===== config.mk =====
export PLATFORM = sky130hd
export DESIGN_NAME = polyphonic_voice_allocator_unit_flat
export DESIGN_NICKNAME = d
export VERILOG_FILES = /design/src/sv/pva_pkg.sv /design/src/sv/pva_if.sv /design/src/sv/pva_ram.sv /design/src/sv/pva_ctrl.sv /design/src/sv/polyphonic_voice_allocator_unit.sv /design/src/flat_wrapper.sv
export SDC_FILE = /design/constraint.sdc
export NUM_CORES = 1
export LEC_CHECK = 0
export BUFFER_PORTS_ARGS = -buffer_cell sky130_fd_sc_hd__buf_2
export CELL_PAD_IN_SITES_DETAIL_PLACEMENT = 1
export CELL_PAD_IN_SITES_GLOBAL_PLACEMENT = 2
export CORE_ASPECT_RATIO = 1.2
export CORE_MARGIN = 2
export CORE_UTILIZATION = 37
export CTS_CLUSTER_DIAMETER = 80
export DETAILED_ROUTE_END_ITERATION = 8
export PLACE_DENSITY = 0.7
export SYNTH_ARGS = -nofsm -noshare
export SYNTH_HDL_FRONTEND = slang
export SYNTH_HIERARCHICAL = 1
export SYNTH_SLANG_ARGS = --single-unit

===== constraint.sdc =====
create_clock -name clock -period 4.4 [get_ports clock]
set_input_delay 0.88 -clock clock [delete_from_list [all_inputs] [get_ports clock]]
set_output_delay 0.88 -clock clock [all_outputs]
set_load 0.02 [all_outputs]

===== src/sv/pva_pkg.sv =====
// ----------------------------------------------------------------------------
// pva_pkg
// Shared constants, types and codes of the polyphonic voice allocator.
// ----------------------------------------------------------------------------
package pva_pkg;

   localparam int VOICE_COUNT = 16;
   localparam int VOICE_W     = $clog2(VOICE_COUNT);
   localparam int COUNT_W     = $clog2(VOICE_COUNT + 1);
   localparam int KEY_W       = 7;
   localparam int VEL_W       = 7;
   localparam int INDEX_W     = 4;

   typedef logic [VOICE_W-1:0] voice_type;
   typedef logic [COUNT_W-1:0] count_type;
   typedef logic [KEY_W-1:0]   key_type;
   typedef logic [VEL_W-1:0]   vel_type;

   localparam voice_type LAST_VOICE = VOICE_W'(VOICE_COUNT - 1);
   localparam count_type FULL_COUNT = COUNT_W'(VOICE_COUNT);

   typedef enum logic {
      OP_RELEASE = 1'b0,
      OP_PRESS   = 1'b1
   } opcode_type;

   typedef enum logic [1:0] {
      OUT_ASSIGNED  = 2'd0,
      OUT_STOLEN    = 2'd1,
      OUT_RELEASED  = 2'd2,
      OUT_NOT_FOUND = 2'd3
   } outcome_type;

   typedef enum logic [2:0] {
      ST_IDLE,
      ST_TAKE,
      ST_TAKE_LINK,
      ST_SCAN,
      ST_FREE_LINK,
      ST_DONE
   } state_type;

   typedef struct packed {
      logic [INDEX_W-1:0] voice_index;
      outcome_type        outcome;
      key_type            voice_key;
      vel_type            voice_velocity;
   } result_type;

endpackage


===== src/sv/pva_if.sv =====
// ----------------------------------------------------------------------------
// pva_if
// Valid/ready channels for event items and result items.
// ----------------------------------------------------------------------------
interface pva_req_if;
   logic              valid;
   logic              ready;
   logic              opcode;
   pva_pkg::key_type  key_number;
   pva_pkg::vel_type  key_velocity;

   modport source (output valid, output opcode, output key_number, output key_velocity,
                   input ready);
   modport sink   (input valid, input opcode, input key_number, input key_velocity,
                   output ready);
endinterface

interface pva_rsp_if;
   logic                           valid;
   logic                           ready;
   logic [pva_pkg::INDEX_W-1:0]    voice_index;
   logic [1:0]                     outcome;
   pva_pkg::key_type               voice_key;
   pva_pkg::vel_type               voice_velocity;

   modport source (output valid, output voice_index, output outcome, output voice_key,
                   output voice_velocity, input ready);
   modport sink   (input valid, input voice_index, input outcome, input voice_key,
                   input voice_velocity, output ready);
endinterface


===== src/sv/pva_ram.sv =====
// ----------------------------------------------------------------------------
// pva_ram
// Generic single-write, single-read RAM with registered read (old data on
// a same-address write).
// ----------------------------------------------------------------------------
module pva_ram #(
   parameter int WIDTH  = 8,
   parameter int DEPTH  = 16,
   parameter int ADDR_W = $clog2(DEPTH)
) (
   input  logic              clock,
   input  logic              we,
   input  logic [ADDR_W-1:0] waddr,
   input  logic [WIDTH-1:0]  wdata,
   input  logic [ADDR_W-1:0] raddr,
   output logic [WIDTH-1:0]  rdata
);

   logic [WIDTH-1:0] mem_ff [DEPTH];

   always_ff @(posedge clock) begin
      if (we) begin
         mem_ff[waddr] <= wdata;
      end
      rdata <= mem_ff[raddr];
   end

endmodule


===== src/sv/pva_ctrl.sv =====
// ----------------------------------------------------------------------------
// pva_ctrl
// Sequencer, list heads and link RAMs; one shared key comparator steps
// through the voices on release.
// ----------------------------------------------------------------------------
module pva_ctrl (
   input  logic                 clock,
   input  logic                 reset,
   input  logic                 in_valid,
   input  logic                 in_opcode,
   input  pva_pkg::key_type     in_key,
   input  pva_pkg::vel_type     in_vel,
   output logic                 in_ready,
   input  logic                 res_free,
   output logic                 res_load,
   output pva_pkg::result_type  res_data
);

   localparam int N = pva_pkg::VOICE_COUNT;

   pva_pkg::state_type  state_ff, state_in;
   pva_pkg::key_type    key_ff, key_in;
   pva_pkg::vel_type    vel_ff, vel_in;
   pva_pkg::voice_type  voice_ff, voice_in;
   pva_pkg::voice_type  scan_idx_ff, scan_idx_in;
   pva_pkg::voice_type  cmp_idx_ff, cmp_idx_in;
   logic                cmp_live_ff, cmp_live_in;
   logic [N-1:0]        busy_ff, busy_in;
   logic [N-1:0]        nfree_vld_ff, nfree_vld_in;
   logic [N-1:0]        nage_vld_ff, nage_vld_in;
   logic [N-1:0]        page_vld_ff, page_vld_in;
   pva_pkg::count_type  count_ff, count_in;
   pva_pkg::voice_type  ob_ff, ob_in;
   pva_pkg::voice_type  yb_ff, yb_in;
   pva_pkg::voice_type  of_ff, of_in;
   pva_pkg::voice_type  yf_ff, yf_in;
   pva_pkg::voice_type  rd_addr_ff, rd_addr_in;
   logic                rd_nfree_vld_ff, rd_nfree_vld_in;
   logic                rd_nage_vld_ff, rd_nage_vld_in;
   logic                rd_page_vld_ff, rd_page_vld_in;
   pva_pkg::result_type result_ff, result_in;

   logic                key_we;
   pva_pkg::key_type    key_rdata;
   logic                nfree_we;
   pva_pkg::voice_type  nfree_waddr, nfree_wdata, nfree_rdata;
   logic                nage_we;
   pva_pkg::voice_type  nage_waddr, nage_wdata, nage_raddr, nage_rdata;
   logic                page_we;
   pva_pkg::voice_type  page_waddr, page_wdata, page_raddr, page_rdata;

   logic                accept;
   logic                full;
   logic                empty;
   logic                hit;
   logic                last;
   pva_pkg::voice_type  take_v;
   pva_pkg::voice_type  take_tail;
   pva_pkg::voice_type  nfree_eff;
   pva_pkg::voice_type  nage_eff;
   pva_pkg::voice_type  page_eff;

   pva_ram #(.WIDTH(pva_pkg::KEY_W), .DEPTH(N)) u_key_ram (
      .clock (clock),
      .we    (key_we),
      .waddr (take_v),
      .wdata (key_ff),
      .raddr (scan_idx_ff),
      .rdata (key_rdata)
   );

   pva_ram #(.WIDTH(pva_pkg::VOICE_W), .DEPTH(N)) u_nfree_ram (
      .clock (clock),
      .we    (nfree_we),
      .waddr (nfree_waddr),
      .wdata (nfree_wdata),
      .raddr (take_v),
      .rdata (nfree_rdata)
   );

   pva_ram #(.WIDTH(pva_pkg::VOICE_W), .DEPTH(N)) u_nage_ram (
      .clock (clock),
      .we    (nage_we),
      .waddr (nage_waddr),
      .wdata (nage_wdata),
      .raddr (nage_raddr),
      .rdata (nage_rdata)
   );

   pva_ram #(.WIDTH(pva_pkg::VOICE_W), .DEPTH(N)) u_page_ram (
      .clock (clock),
      .we    (page_we),
      .waddr (page_waddr),
      .wdata (page_wdata),
      .raddr (page_raddr),
      .rdata (page_rdata)
   );

   assign in_ready  = (state_ff == pva_pkg::ST_IDLE);
   assign accept    = in_valid && in_ready;
   assign full      = (count_ff == pva_pkg::FULL_COUNT);
   assign empty     = (count_ff == '0);
   assign take_v    = full ? ob_ff : of_ff;
   assign take_tail = (!full && empty) ? of_ff : yb_ff;
   assign hit       = cmp_live_ff && busy_ff[cmp_idx_ff] && (key_rdata == key_ff);
   assign last      = (cmp_idx_ff == pva_pkg::LAST_VOICE);
   assign nage_raddr = (state_ff == pva_pkg::ST_TAKE) ? take_v : cmp_idx_ff;
   assign page_raddr = nage_raddr;

   // unwritten links read as their reset values
   assign nfree_eff = rd_nfree_vld_ff ? nfree_rdata :
                      ((rd_addr_ff == pva_pkg::LAST_VOICE) ? '0 :
                       pva_pkg::voice_type'(rd_addr_ff + 1'b1));
   assign nage_eff  = rd_nage_vld_ff ? nage_rdata : '0;
   assign page_eff  = rd_page_vld_ff ? page_rdata : '0;

   assign res_load = (state_ff == pva_pkg::ST_DONE) && res_free;
   assign res_data = result_ff;

   always_comb begin
      state_in = state_ff;
      unique case (state_ff)
         pva_pkg::ST_IDLE: begin
            if (accept) begin
               state_in = (in_opcode == pva_pkg::OP_PRESS) ? pva_pkg::ST_TAKE
                                                            : pva_pkg::ST_SCAN;
            end
         end
         pva_pkg::ST_TAKE:      state_in = pva_pkg::ST_TAKE_LINK;
         pva_pkg::ST_TAKE_LINK: state_in = pva_pkg::ST_DONE;
         pva_pkg::ST_SCAN: begin
            if (hit) begin
               state_in = pva_pkg::ST_FREE_LINK;
            end else if (cmp_live_ff && last) begin
               state_in = pva_pkg::ST_DONE;
            end
         end
         pva_pkg::ST_FREE_LINK: state_in = pva_pkg::ST_DONE;
         pva_pkg::ST_DONE: begin
            if (res_free) begin
               state_in = pva_pkg::ST_IDLE;
            end
         end
         default: state_in = pva_pkg::ST_IDLE;
      endcase
   end

   always_comb begin
      key_in       = key_ff;
      vel_in       = vel_ff;
      voice_in     = voice_ff;
      scan_idx_in  = scan_idx_ff;
      cmp_idx_in   = scan_idx_ff;
      cmp_live_in  = 1'b0;
      busy_in      = busy_ff;
      nfree_vld_in = nfree_vld_ff;
      nage_vld_in  = nage_vld_ff;
      page_vld_in  = page_vld_ff;
      count_in     = count_ff;
      ob_in        = ob_ff;
      yb_in        = yb_ff;
      of_in        = of_ff;
      yf_in        = yf_ff;
      result_in    = result_ff;
      rd_addr_in      = take_v;
      rd_nfree_vld_in = nfree_vld_ff[take_v];
      rd_nage_vld_in  = nage_vld_ff[nage_raddr];
      rd_page_vld_in  = page_vld_ff[page_raddr];
      key_we      = 1'b0;
      nfree_we    = 1'b0;
      nfree_waddr = yf_ff;
      nfree_wdata = cmp_idx_ff;
      nage_we     = 1'b0;
      nage_waddr  = take_tail;
      nage_wdata  = take_v;
      page_we     = 1'b0;
      page_waddr  = take_v;
      page_wdata  = take_tail;

      unique case (state_ff)
         pva_pkg::ST_IDLE: begin
            scan_idx_in = '0;
            if (accept) begin
               key_in = in_key;
               vel_in = in_vel;
            end
         end
         pva_pkg::ST_TAKE: begin
            if (!full && empty) begin
               ob_in = of_ff;
            end
            if (!full) begin
               count_in = pva_pkg::count_type'(count_ff + 1'b1);
            end
            key_we   = 1'b1;
            page_we  = 1'b1;
            nage_we  = 1'b1;
            page_vld_in[take_v]    = 1'b1;
            nage_vld_in[take_tail] = 1'b1;
            busy_in[take_v] = 1'b1;
            yb_in    = take_v;
            voice_in = take_v;
            result_in.voice_index    = pva_pkg::INDEX_W'(take_v);
            result_in.outcome        = full ? pva_pkg::OUT_STOLEN : pva_pkg::OUT_ASSIGNED;
            result_in.voice_key      = key_ff;
            result_in.voice_velocity = vel_ff;
         end
         pva_pkg::ST_TAKE_LINK: begin
            if (result_ff.outcome == pva_pkg::OUT_STOLEN) begin
               ob_in = nage_eff;
            end else begin
               of_in = nfree_eff;
            end
         end
         pva_pkg::ST_SCAN: begin
            cmp_live_in = !hit;
            if (scan_idx_ff != pva_pkg::LAST_VOICE) begin
               scan_idx_in = pva_pkg::voice_type'(scan_idx_ff + 1'b1);
            end
            if (hit) begin
               nfree_we = 1'b1;
               nfree_vld_in[yf_ff] = 1'b1;
               yf_in = cmp_idx_ff;
               if (full) begin
                  of_in = cmp_idx_ff;
               end
               if (!empty) begin
                  count_in = pva_pkg::count_type'(count_ff - 1'b1);
               end
               busy_in[cmp_idx_ff] = 1'b0;
               voice_in = cmp_idx_ff;
               result_in.voice_index    = pva_pkg::INDEX_W'(cmp_idx_ff);
               result_in.outcome        = pva_pkg::OUT_RELEASED;
               result_in.voice_key      = '0;
               result_in.voice_velocity = '0;
            end else if (cmp_live_ff && last) begin
               result_in.voice_index    = '0;
               result_in.outcome        = pva_pkg::OUT_NOT_FOUND;
               result_in.voice_key      = '0;
               result_in.voice_velocity = '0;
            end
         end
         pva_pkg::ST_FREE_LINK: begin
            nage_waddr = page_eff;
            nage_wdata = nage_eff;
            page_waddr = nage_eff;
            page_wdata = page_eff;
            priority if (ob_ff == voice_ff) begin
               ob_in = nage_eff;
            end else if (yb_ff == voice_ff) begin
               yb_in = page_eff;
            end else begin
               nage_we = 1'b1;
               page_we = 1'b1;
               nage_vld_in[page_eff] = 1'b1;
               page_vld_in[nage_eff] = 1'b1;
            end
         end
         pva_pkg::ST_DONE: begin
         end
         default: begin
         end
      endcase
   end

   always_ff @(posedge clock) begin
      if (reset) begin
         state_ff     <= pva_pkg::ST_IDLE;
         cmp_live_ff  <= 1'b0;
         busy_ff      <= '0;
         nfree_vld_ff <= '0;
         nage_vld_ff  <= '0;
         page_vld_ff  <= '0;
         count_ff     <= '0;
         ob_ff        <= '0;
         yb_ff        <= '0;
         of_ff        <= '0;
         yf_ff        <= pva_pkg::LAST_VOICE;
      end else begin
         state_ff     <= state_in;
         cmp_live_ff  <= cmp_live_in;
         busy_ff      <= busy_in;
         nfree_vld_ff <= nfree_vld_in;
         nage_vld_ff  <= nage_vld_in;
         page_vld_ff  <= page_vld_in;
         count_ff     <= count_in;
         ob_ff        <= ob_in;
         yb_ff        <= yb_in;
         of_ff        <= of_in;
         yf_ff        <= yf_in;
      end
   end

   always_ff @(posedge clock) begin
      key_ff          <= key_in;
      vel_ff          <= vel_in;
      voice_ff        <= voice_in;
      scan_idx_ff     <= scan_idx_in;
      cmp_idx_ff      <= cmp_idx_in;
      rd_addr_ff      <= rd_addr_in;
      rd_nfree_vld_ff <= rd_nfree_vld_in;
      rd_nage_vld_ff  <= rd_nage_vld_in;
      rd_page_vld_ff  <= rd_page_vld_in;
      result_ff       <= result_in;
   end

endmodule


===== src/sv/polyphonic_voice_allocator_unit.sv =====
// ----------------------------------------------------------------------------
// polyphonic_voice_allocator_unit
// Key press: the item steps through TAKE, TAKE_LINK and DONE to the output register.
// Key release: SCAN steps through the voices with the one-voice-per-cycle key compare
// over the held-key RAM up to a hit or the last voice, then FREE_LINK on a hit, then
// DONE; a stalled result register holds DONE and adds its stall.
// One item in flight; ready returns once the result enters the output register.
// Synchronous reset empties the age list and orders the free list 0 upward.
// ----------------------------------------------------------------------------
module polyphonic_voice_allocator_unit (
   input logic         clock,
   input logic         reset,
   pva_req_if.sink     req_if,
   pva_rsp_if.source   rsp_if
);

   logic                res_free;
   logic                res_load;
   pva_pkg::result_type res_data;
   logic                rsp_valid_ff, rsp_valid_in;
   pva_pkg::result_type rsp_data_ff, rsp_data_in;

   pva_ctrl u_ctrl (
      .clock     (clock),
      .reset     (reset),
      .in_valid  (req_if.valid),
      .in_opcode (req_if.opcode),
      .in_key    (req_if.key_number),
      .in_vel    (req_if.key_velocity),
      .in_ready  (req_if.ready),
      .res_free  (res_free),
      .res_load  (res_load),
      .res_data  (res_data)
   );

   assign res_free = !rsp_valid_ff || rsp_if.ready;

   always_comb begin
      rsp_valid_in = rsp_valid_ff;
      rsp_data_in  = rsp_data_ff;
      priority if (res_load) begin
         rsp_valid_in = 1'b1;
         rsp_data_in  = res_data;
      end else if (rsp_if.ready) begin
         rsp_valid_in = 1'b0;
      end
   end

   always_ff @(posedge clock) begin
      if (reset) begin
         rsp_valid_ff <= 1'b0;
      end else begin
         rsp_valid_ff <= rsp_valid_in;
      end
   end

   always_ff @(posedge clock) begin
      rsp_data_ff <= rsp_data_in;
   end

   assign rsp_if.valid          = rsp_valid_ff;
   assign rsp_if.voice_index    = rsp_data_ff.voice_index;
   assign rsp_if.outcome        = rsp_data_ff.outcome;
   assign rsp_if.voice_key      = rsp_data_ff.voice_key;
   assign rsp_if.voice_velocity = rsp_data_ff.voice_velocity;

endmodule


===== src/flat_wrapper.sv =====
// flat-port wrapper written by rule: the top's interface ports become plain ports
module polyphonic_voice_allocator_unit_flat 
  (clock, reset, req_if_valid, req_if_opcode, req_if_key_number, req_if_key_velocity, req_if_ready, rsp_if_valid, rsp_if_voice_index, rsp_if_outcome, rsp_if_voice_key, rsp_if_voice_velocity, rsp_if_ready);
  pva_req_if req_if_i ();
  pva_rsp_if rsp_if_i ();
  input logic clock;
  input logic reset;
  input wire logic [$bits(req_if_i.valid)-1:0] req_if_valid;
  input wire logic [$bits(req_if_i.opcode)-1:0] req_if_opcode;
  input wire logic [$bits(req_if_i.key_number)-1:0] req_if_key_number;
  input wire logic [$bits(req_if_i.key_velocity)-1:0] req_if_key_velocity;
  output wire logic [$bits(req_if_i.ready)-1:0] req_if_ready;
  output wire logic [$bits(rsp_if_i.valid)-1:0] rsp_if_valid;
  output wire logic [$bits(rsp_if_i.voice_index)-1:0] rsp_if_voice_index;
  output wire logic [$bits(rsp_if_i.outcome)-1:0] rsp_if_outcome;
  output wire logic [$bits(rsp_if_i.voice_key)-1:0] rsp_if_voice_key;
  output wire logic [$bits(rsp_if_i.voice_velocity)-1:0] rsp_if_voice_velocity;
  input wire logic [$bits(rsp_if_i.ready)-1:0] rsp_if_ready;
  assign req_if_i.valid = req_if_valid;
  assign req_if_i.opcode = req_if_opcode;
  assign req_if_i.key_number = req_if_key_number;
  assign req_if_i.key_velocity = req_if_key_velocity;
  assign req_if_ready = req_if_i.ready;
  assign rsp_if_valid = rsp_if_i.valid;
  assign rsp_if_voice_index = rsp_if_i.voice_index;
  assign rsp_if_outcome = rsp_if_i.outcome;
  assign rsp_if_voice_key = rsp_if_i.voice_key;
  assign rsp_if_voice_velocity = rsp_if_i.voice_velocity;
  assign rsp_if_i.ready = rsp_if_ready;
  polyphonic_voice_allocator_unit u_core (.clock(clock), .reset(reset), .req_if(req_if_i), .rsp_if(rsp_if_i));
endmodule

==> impl_metrics.csv <==
group,metric,value,unit
status,run_status,"finished, final reports clean",
timing,worst-slew-pin-transition,1100,ps
layout,num-nets-final,1502,
clock_network,tritoncts_clock_tree,"done",
grt,globalRoute.totalOverflow,0,
die,dieHeight,261,um
synth,synth_flop_cell,"sky130_fd_sc_hd__edfxtp_1",
placement,detailedPlacementHpwl,35100,um
power_and_ir_drop,power_density,512,mW/mm^2
flow_run,max_cap_violations,0,
power_and_ir_drop,comb_power_share,0.161,
power_and_ir_drop,power.leakage,7.79,nW
drt,route.vias.total,12300,
setup_path,crit_chain,"or4_4, o21ai_0, and2_1, inv_1, nand2_1, o21ai_1, buf_4, nand3b_1, nor3_1",
timing,timing_max_transition_violations_final,0,
drt,drc,0,
power_and_ir_drop,power.internal,8.61,mW
grt,first_pass_grt_wire_length,78700,um
setup_path,critical_path.max_fanout,19,
timing,grt_setup_unrepaired,"false",
layout,final.fill_count,5535,
clock_network,post-cts-setup-buffers,0,
setup_path,worst-endpoint-arrival,3780,ps
die,area_inside_the_core_boundary,0.0547,sq mm
clock_network,clk_latency,610,ps
die,top_level_ports,41,
synth,syn-cell-area,0.0204,sq mm
clock_network,clk_slew_on_worst_s_h_paths,60,ps
power_and_ir_drop,clock_power_share,0.374,
grt,number_of_global_route_vias_before_repair,13000,
die,design.die.area,0.0570,sq mm
power_and_ir_drop,ir_worst_vdd,0.000310,V
timing,report.final.setup_viol,0,
drt,postRouteAntennaNets,0,
setup_path,cp_slowest_cell,"sky130_fd_sc_hd__or4_4",
setup_path,critPathCaptureType,"register",
clock_network,cts_root_buffer,"sky130_fd_sc_hd__clkbuf_16",
grt,largest_net_degree_at_the_start_of_global_routing,91,
clock_network,cts_resized,0,
setup_path,critical_path_s_largest_stage_delay,680,ps
setup_path,path_delay_family,"simple AND/OR/NAND/NOR gates",
layout,final_cell_count_no_fill,2235,
synth,syn_inst,1406,
power_and_ir_drop,p_switching,3.27,mW
drt,avgViaCountPerCell,5.49,
drt,routedWlPerCell,23.2,um
clock_network,max-clock-path-buffers,3,
timing,final_hold_viol_count,0,
timing,setup_tns,0,ps
die,floorplan.die.width,218,um
die,core_rows,94,
grt,antenna_found_initial,0,
drt,drt_first_pass_iters,5,
synth,synth_sequential_area_ratio,0.657,
layout,flow.area_growth_from_synthesis,13.9,%
clock_network,cts.hold.buffers_added,0,
clock_network,htreeDepth,2,
timing,period_share,0.810,
clock_network,cts.sink_count,486,
setup_path,timing.critical_path.buf_inv,2,
setup_path,worst_ep_required_time,4610,ps
synth,synth_enable_flop_cells,366,
synth,syn_nets,1431,
drt,wirelength,51800,um
synth,asyncSetResetFlopFracSynth,0,
layout,layout-drive-gt1-share,0.151,
placement,dp_cells,2146,
synth,ys_seq_elements,486,
timing,timing.fmax,281,MHz
setup_path,worstSetupStartpointType,"register",
setup_path,timing_worst_setup_path_type,"reg -> reg",
placement,port_buffers,40,
power_and_ir_drop,seq_power_share,0.464,
timing,finClkSkew,33.9,ps
synth,yosys_warnings,6,
grt,grtUsageTotal,0.182,
clock_network,cts_bufs_inserted,49,
layout,n_antenna_cell,0,
synth,synth.avg_cell_area,14.5,sq um
die,start_util,0.373,
placement,place_congestion,0.851,
timing,relSlewSlack,0.269,
synth,yosys.cell_types.count,76,
timing,period_needed,3560,ps
power_and_ir_drop,power.switching_fraction,0.275,
worst_hold_path,worst_hold_path_type,"reg -> reg",
drt,first_iter_violations,630,
Yosys cell counts (7+ instances only):
cell | number | area (sq um)
sky130_fd_sc_hd__a22oi_1 | 30 | 225
sky130_fd_sc_hd__a211o_1 | 7 | 61.3
sky130_fd_sc_hd__or2_2 | 7 | 43.8
sky130_fd_sc_hd__a311oi_1 | 8 | 70.1
sky130_fd_sc_hd__xor2_1 | 10 | 87.6
sky130_fd_sc_hd__nor2b_1 | 20 | 125
sky130_fd_sc_hd__o32ai_1 | 15 | 131
sky130_fd_sc_hd__o31ai_1 | 9 | 67.6
sky130_fd_sc_hd__edfxtp_1 | 366 | 11000
sky130_fd_sc_hd__xnor2_1 | 14 | 123
sky130_fd_sc_hd__mux4_1 | 61 | 1600
sky130_fd_sc_hd__nand4_1 | 18 | 113
sky130_fd_sc_hd__nor2_1 | 140 | 526
sky130_fd_sc_hd__a21oi_1 | 88 | 440
sky130_fd_sc_hd__mux4_2 | 19 | 428
sky130_fd_sc_hd__a31oi_1 | 7 | 43.8
sky130_fd_sc_hd__buf_2 | 18 | 90.1
sky130_fd_sc_hd__mux2i_1 | 22 | 220
sky130_fd_sc_hd__nand2b_1 | 17 | 106
sky130_fd_sc_hd__nand3_1 | 45 | 225
sky130_fd_sc_hd__nand2_1 | 69 | 259
sky130_fd_sc_hd__nand3b_1 | 10 | 75.1
sky130_fd_sc_hd__inv_1 | 16 | 60.1
sky130_fd_sc_hd__and3_1 | 10 | 62.6
sky130_fd_sc_hd__clkbuf_1 | 39 | 146
sky130_fd_sc_hd__nor3_1 | 26 | 130
sky130_fd_sc_hd__buf_6 | 7 | 78.8
sky130_fd_sc_hd__and2_1 | 22 | 138
sky130_fd_sc_hd__dfxtp_1 | 120 | 2400
sky130_fd_sc_hd__o21ai_0 | 51 | 255
layout by cell type (no fill, tap or decap), types with 7 or more instances in the layout:
cell type | netlist | final
sky130_fd_sc_hd__o31ai_1 | 9 | 9
sky130_fd_sc_hd__xnor2_1 | 14 | 14
sky130_fd_sc_hd__edfxtp_1 | 366 | 366
sky130_fd_sc_hd__clkinv_1 | 2 | 10
sky130_fd_sc_hd__nor2b_1 | 20 | 20
sky130_fd_sc_hd__a21oi_1 | 88 | 86
sky130_fd_sc_hd__o32ai_1 | 15 | 15
sky130_fd_sc_hd__mux4_1 | 61 | 61
sky130_fd_sc_hd__bufinv_16 | 0 | 9
sky130_fd_sc_hd__inv_1 | 16 | 16
sky130_fd_sc_hd__xor2_1 | 10 | 10
sky130_fd_sc_hd__nor2_1 | 140 | 140
sky130_fd_sc_hd__a211o_1 | 7 | 7
sky130_fd_sc_hd__o21ai_0 | 51 | 44
sky130_fd_sc_hd__dfxtp_1 | 120 | 120
sky130_fd_sc_hd__and3_1 | 10 | 10
sky130_fd_sc_hd__clkinv_2 | 0 | 8
sky130_fd_sc_hd__and2_1 | 22 | 22
sky130_fd_sc_hd__mux4_2 | 19 | 19
sky130_fd_sc_hd__buf_2 | 18 | 40
sky130_fd_sc_hd__nand4_1 | 18 | 18
sky130_fd_sc_hd__clkbuf_16 | 0 | 49
sky130_fd_sc_hd__a311oi_1 | 8 | 8
sky130_fd_sc_hd__buf_4 | 1 | 55
sky130_fd_sc_hd__nand3b_1 | 10 | 10
sky130_fd_sc_hd__nand3_1 | 45 | 45
sky130_fd_sc_hd__or2_2 | 7 | 7
sky130_fd_sc_hd__a22oi_1 | 30 | 30
sky130_fd_sc_hd__nand2b_1 | 17 | 17
sky130_fd_sc_hd__mux2i_1 | 22 | 22
sky130_fd_sc_hd__nand2_1 | 69 | 69
sky130_fd_sc_hd__o21ai_1 | 2 | 8
sky130_fd_sc_hd__nor3_1 | 26 | 26
state kept, by name, summed over array words and instances, names as in the netlist, 5 cells and up:
name	flops
u_core/rsp_if.voice_velocity	7
u_core/u_ctrl/u_nfree_ram/mem_ff	64
u_core/u_ctrl/u_nage_ram/mem_ff	64
u_core/u_ctrl/vel_ff	7
u_core/u_ctrl/res_data	20
u_core/u_ctrl/count_ff	5
u_core/u_ctrl/nfree_vld_ff	16
u_core/rsp_if.voice_key	7
u_core/u_ctrl/busy_ff	16
u_core/u_ctrl/nage_vld_ff	16
u_core/u_ctrl/key_ff	7
u_core/u_ctrl/u_key_ram/rdata	7
u_core/u_ctrl/u_page_ram/mem_ff	64
u_core/u_ctrl/u_key_ram/mem_ff	112
u_core/u_ctrl/page_vld_ff	16
power by group through the flow:
stage               clock network, mW  registers, mW  logic [mW]
detailed placement                  0           5.61        1.94
finish                           4.44           5.52        1.92
floorplan                           0           5.48        1.40
CTS                              4.57           5.52        1.95
global route                     4.72           5.55        2.08
global placement                    0           5.61        1.91
layout make-up:
cell class	instances	area [sq um]	share of cell area
clock buffers	56	1270	0.0548
clock inverters	33	452	0.0195
inverters	20	90.1	0.00388
multi-input cells	825	6480	0.279
flip-flops and latches	486	13400	0.577
well taps	720	901	0.0388
repair buffers	95	613	0.0264
kinds of logic after synthesis:
kind of cell | after synthesis | synth area share
simple gates | 422 | 0.104
compound gates | 269 | 0.0870
xor+xnor | 24 | 0.0103
flops | 486 | 0.657
mux | 104 | 0.112
fa+ha+maj | 6 | 0.00405
buf+inv | 95 | 0.0259
layer usage:
layer / track usage / vias to the layer above / share of wire
met5: 0 / - / 0
met4: 0.0605 / 0 / 0.028
met3: 0.0266 / 84 / 0.032
met2: 0.338 / 201 / 0.54
met1: 0.215 / 6311 / 0.40
li1: - / 5679 / -
per-stage QoR:
| stage | power [mW] | worst slack (ps) | util | instance area, sq um | hold slack (ps) |
|---|---|---|---|---|---|
| 4_1_cts | 12.0 | 790 | 0.424 | 23200 | 405 |
| 6_report | 11.9 | 835 | 0.424 | 23200 | 417 |
| 3_3_place_gp | 7.52 | 966 | 0.393 | 21500 | 401 |
| 5_1_grt | 12.3 | 468 | 0.424 | 23200 | 419 |
| 2_1_floorplan | 6.88 | 847 | - | 20400 | 391 |
| 3_5_place_dp | 7.55 | 779 | 0.393 | 21500 | 406 |
path summary, 6_finish.rpt:
kind	startpoint	endpoint	slack [ps]	cells after the start
worst min-delay path	u_core/u_ctrl/res_data[1]	u_core/rsp_if.voice_velocity[1]	420	0
worst max-delay path	u_core/u_ctrl/count_ff[0]	u_core/u_ctrl/u_page_ram/mem_ff[4][3]	840	9
worst max register to register	u_core/u_ctrl/count_ff[0]	u_core/u_ctrl/u_page_ram/mem_ff[4][3]	840	9
worst min register to register	u_core/u_ctrl/res_data[1]	u_core/rsp_if.voice_velocity[1]	420	0
worst register-to-register path, cell delays in order, from the launching register on:
cell and delay, ps:
sky130_fd_sc_hd__dfxtp_1 370, sky130_fd_sc_hd__or4_4 680, sky130_fd_sc_hd__o21ai_0 370, sky130_fd_sc_hd__and2_1 210, sky130_fd_sc_hd__inv_1 140, sky130_fd_sc_hd__nand2_1 100, sky130_fd_sc_hd__o21ai_1 190, sky130_fd_sc_hd__buf_4 290
sky130_fd_sc_hd__nand3b_1 270, sky130_fd_sc_hd__nor3_1 560
No activity file was read; power rests on OpenSTA's default activity.
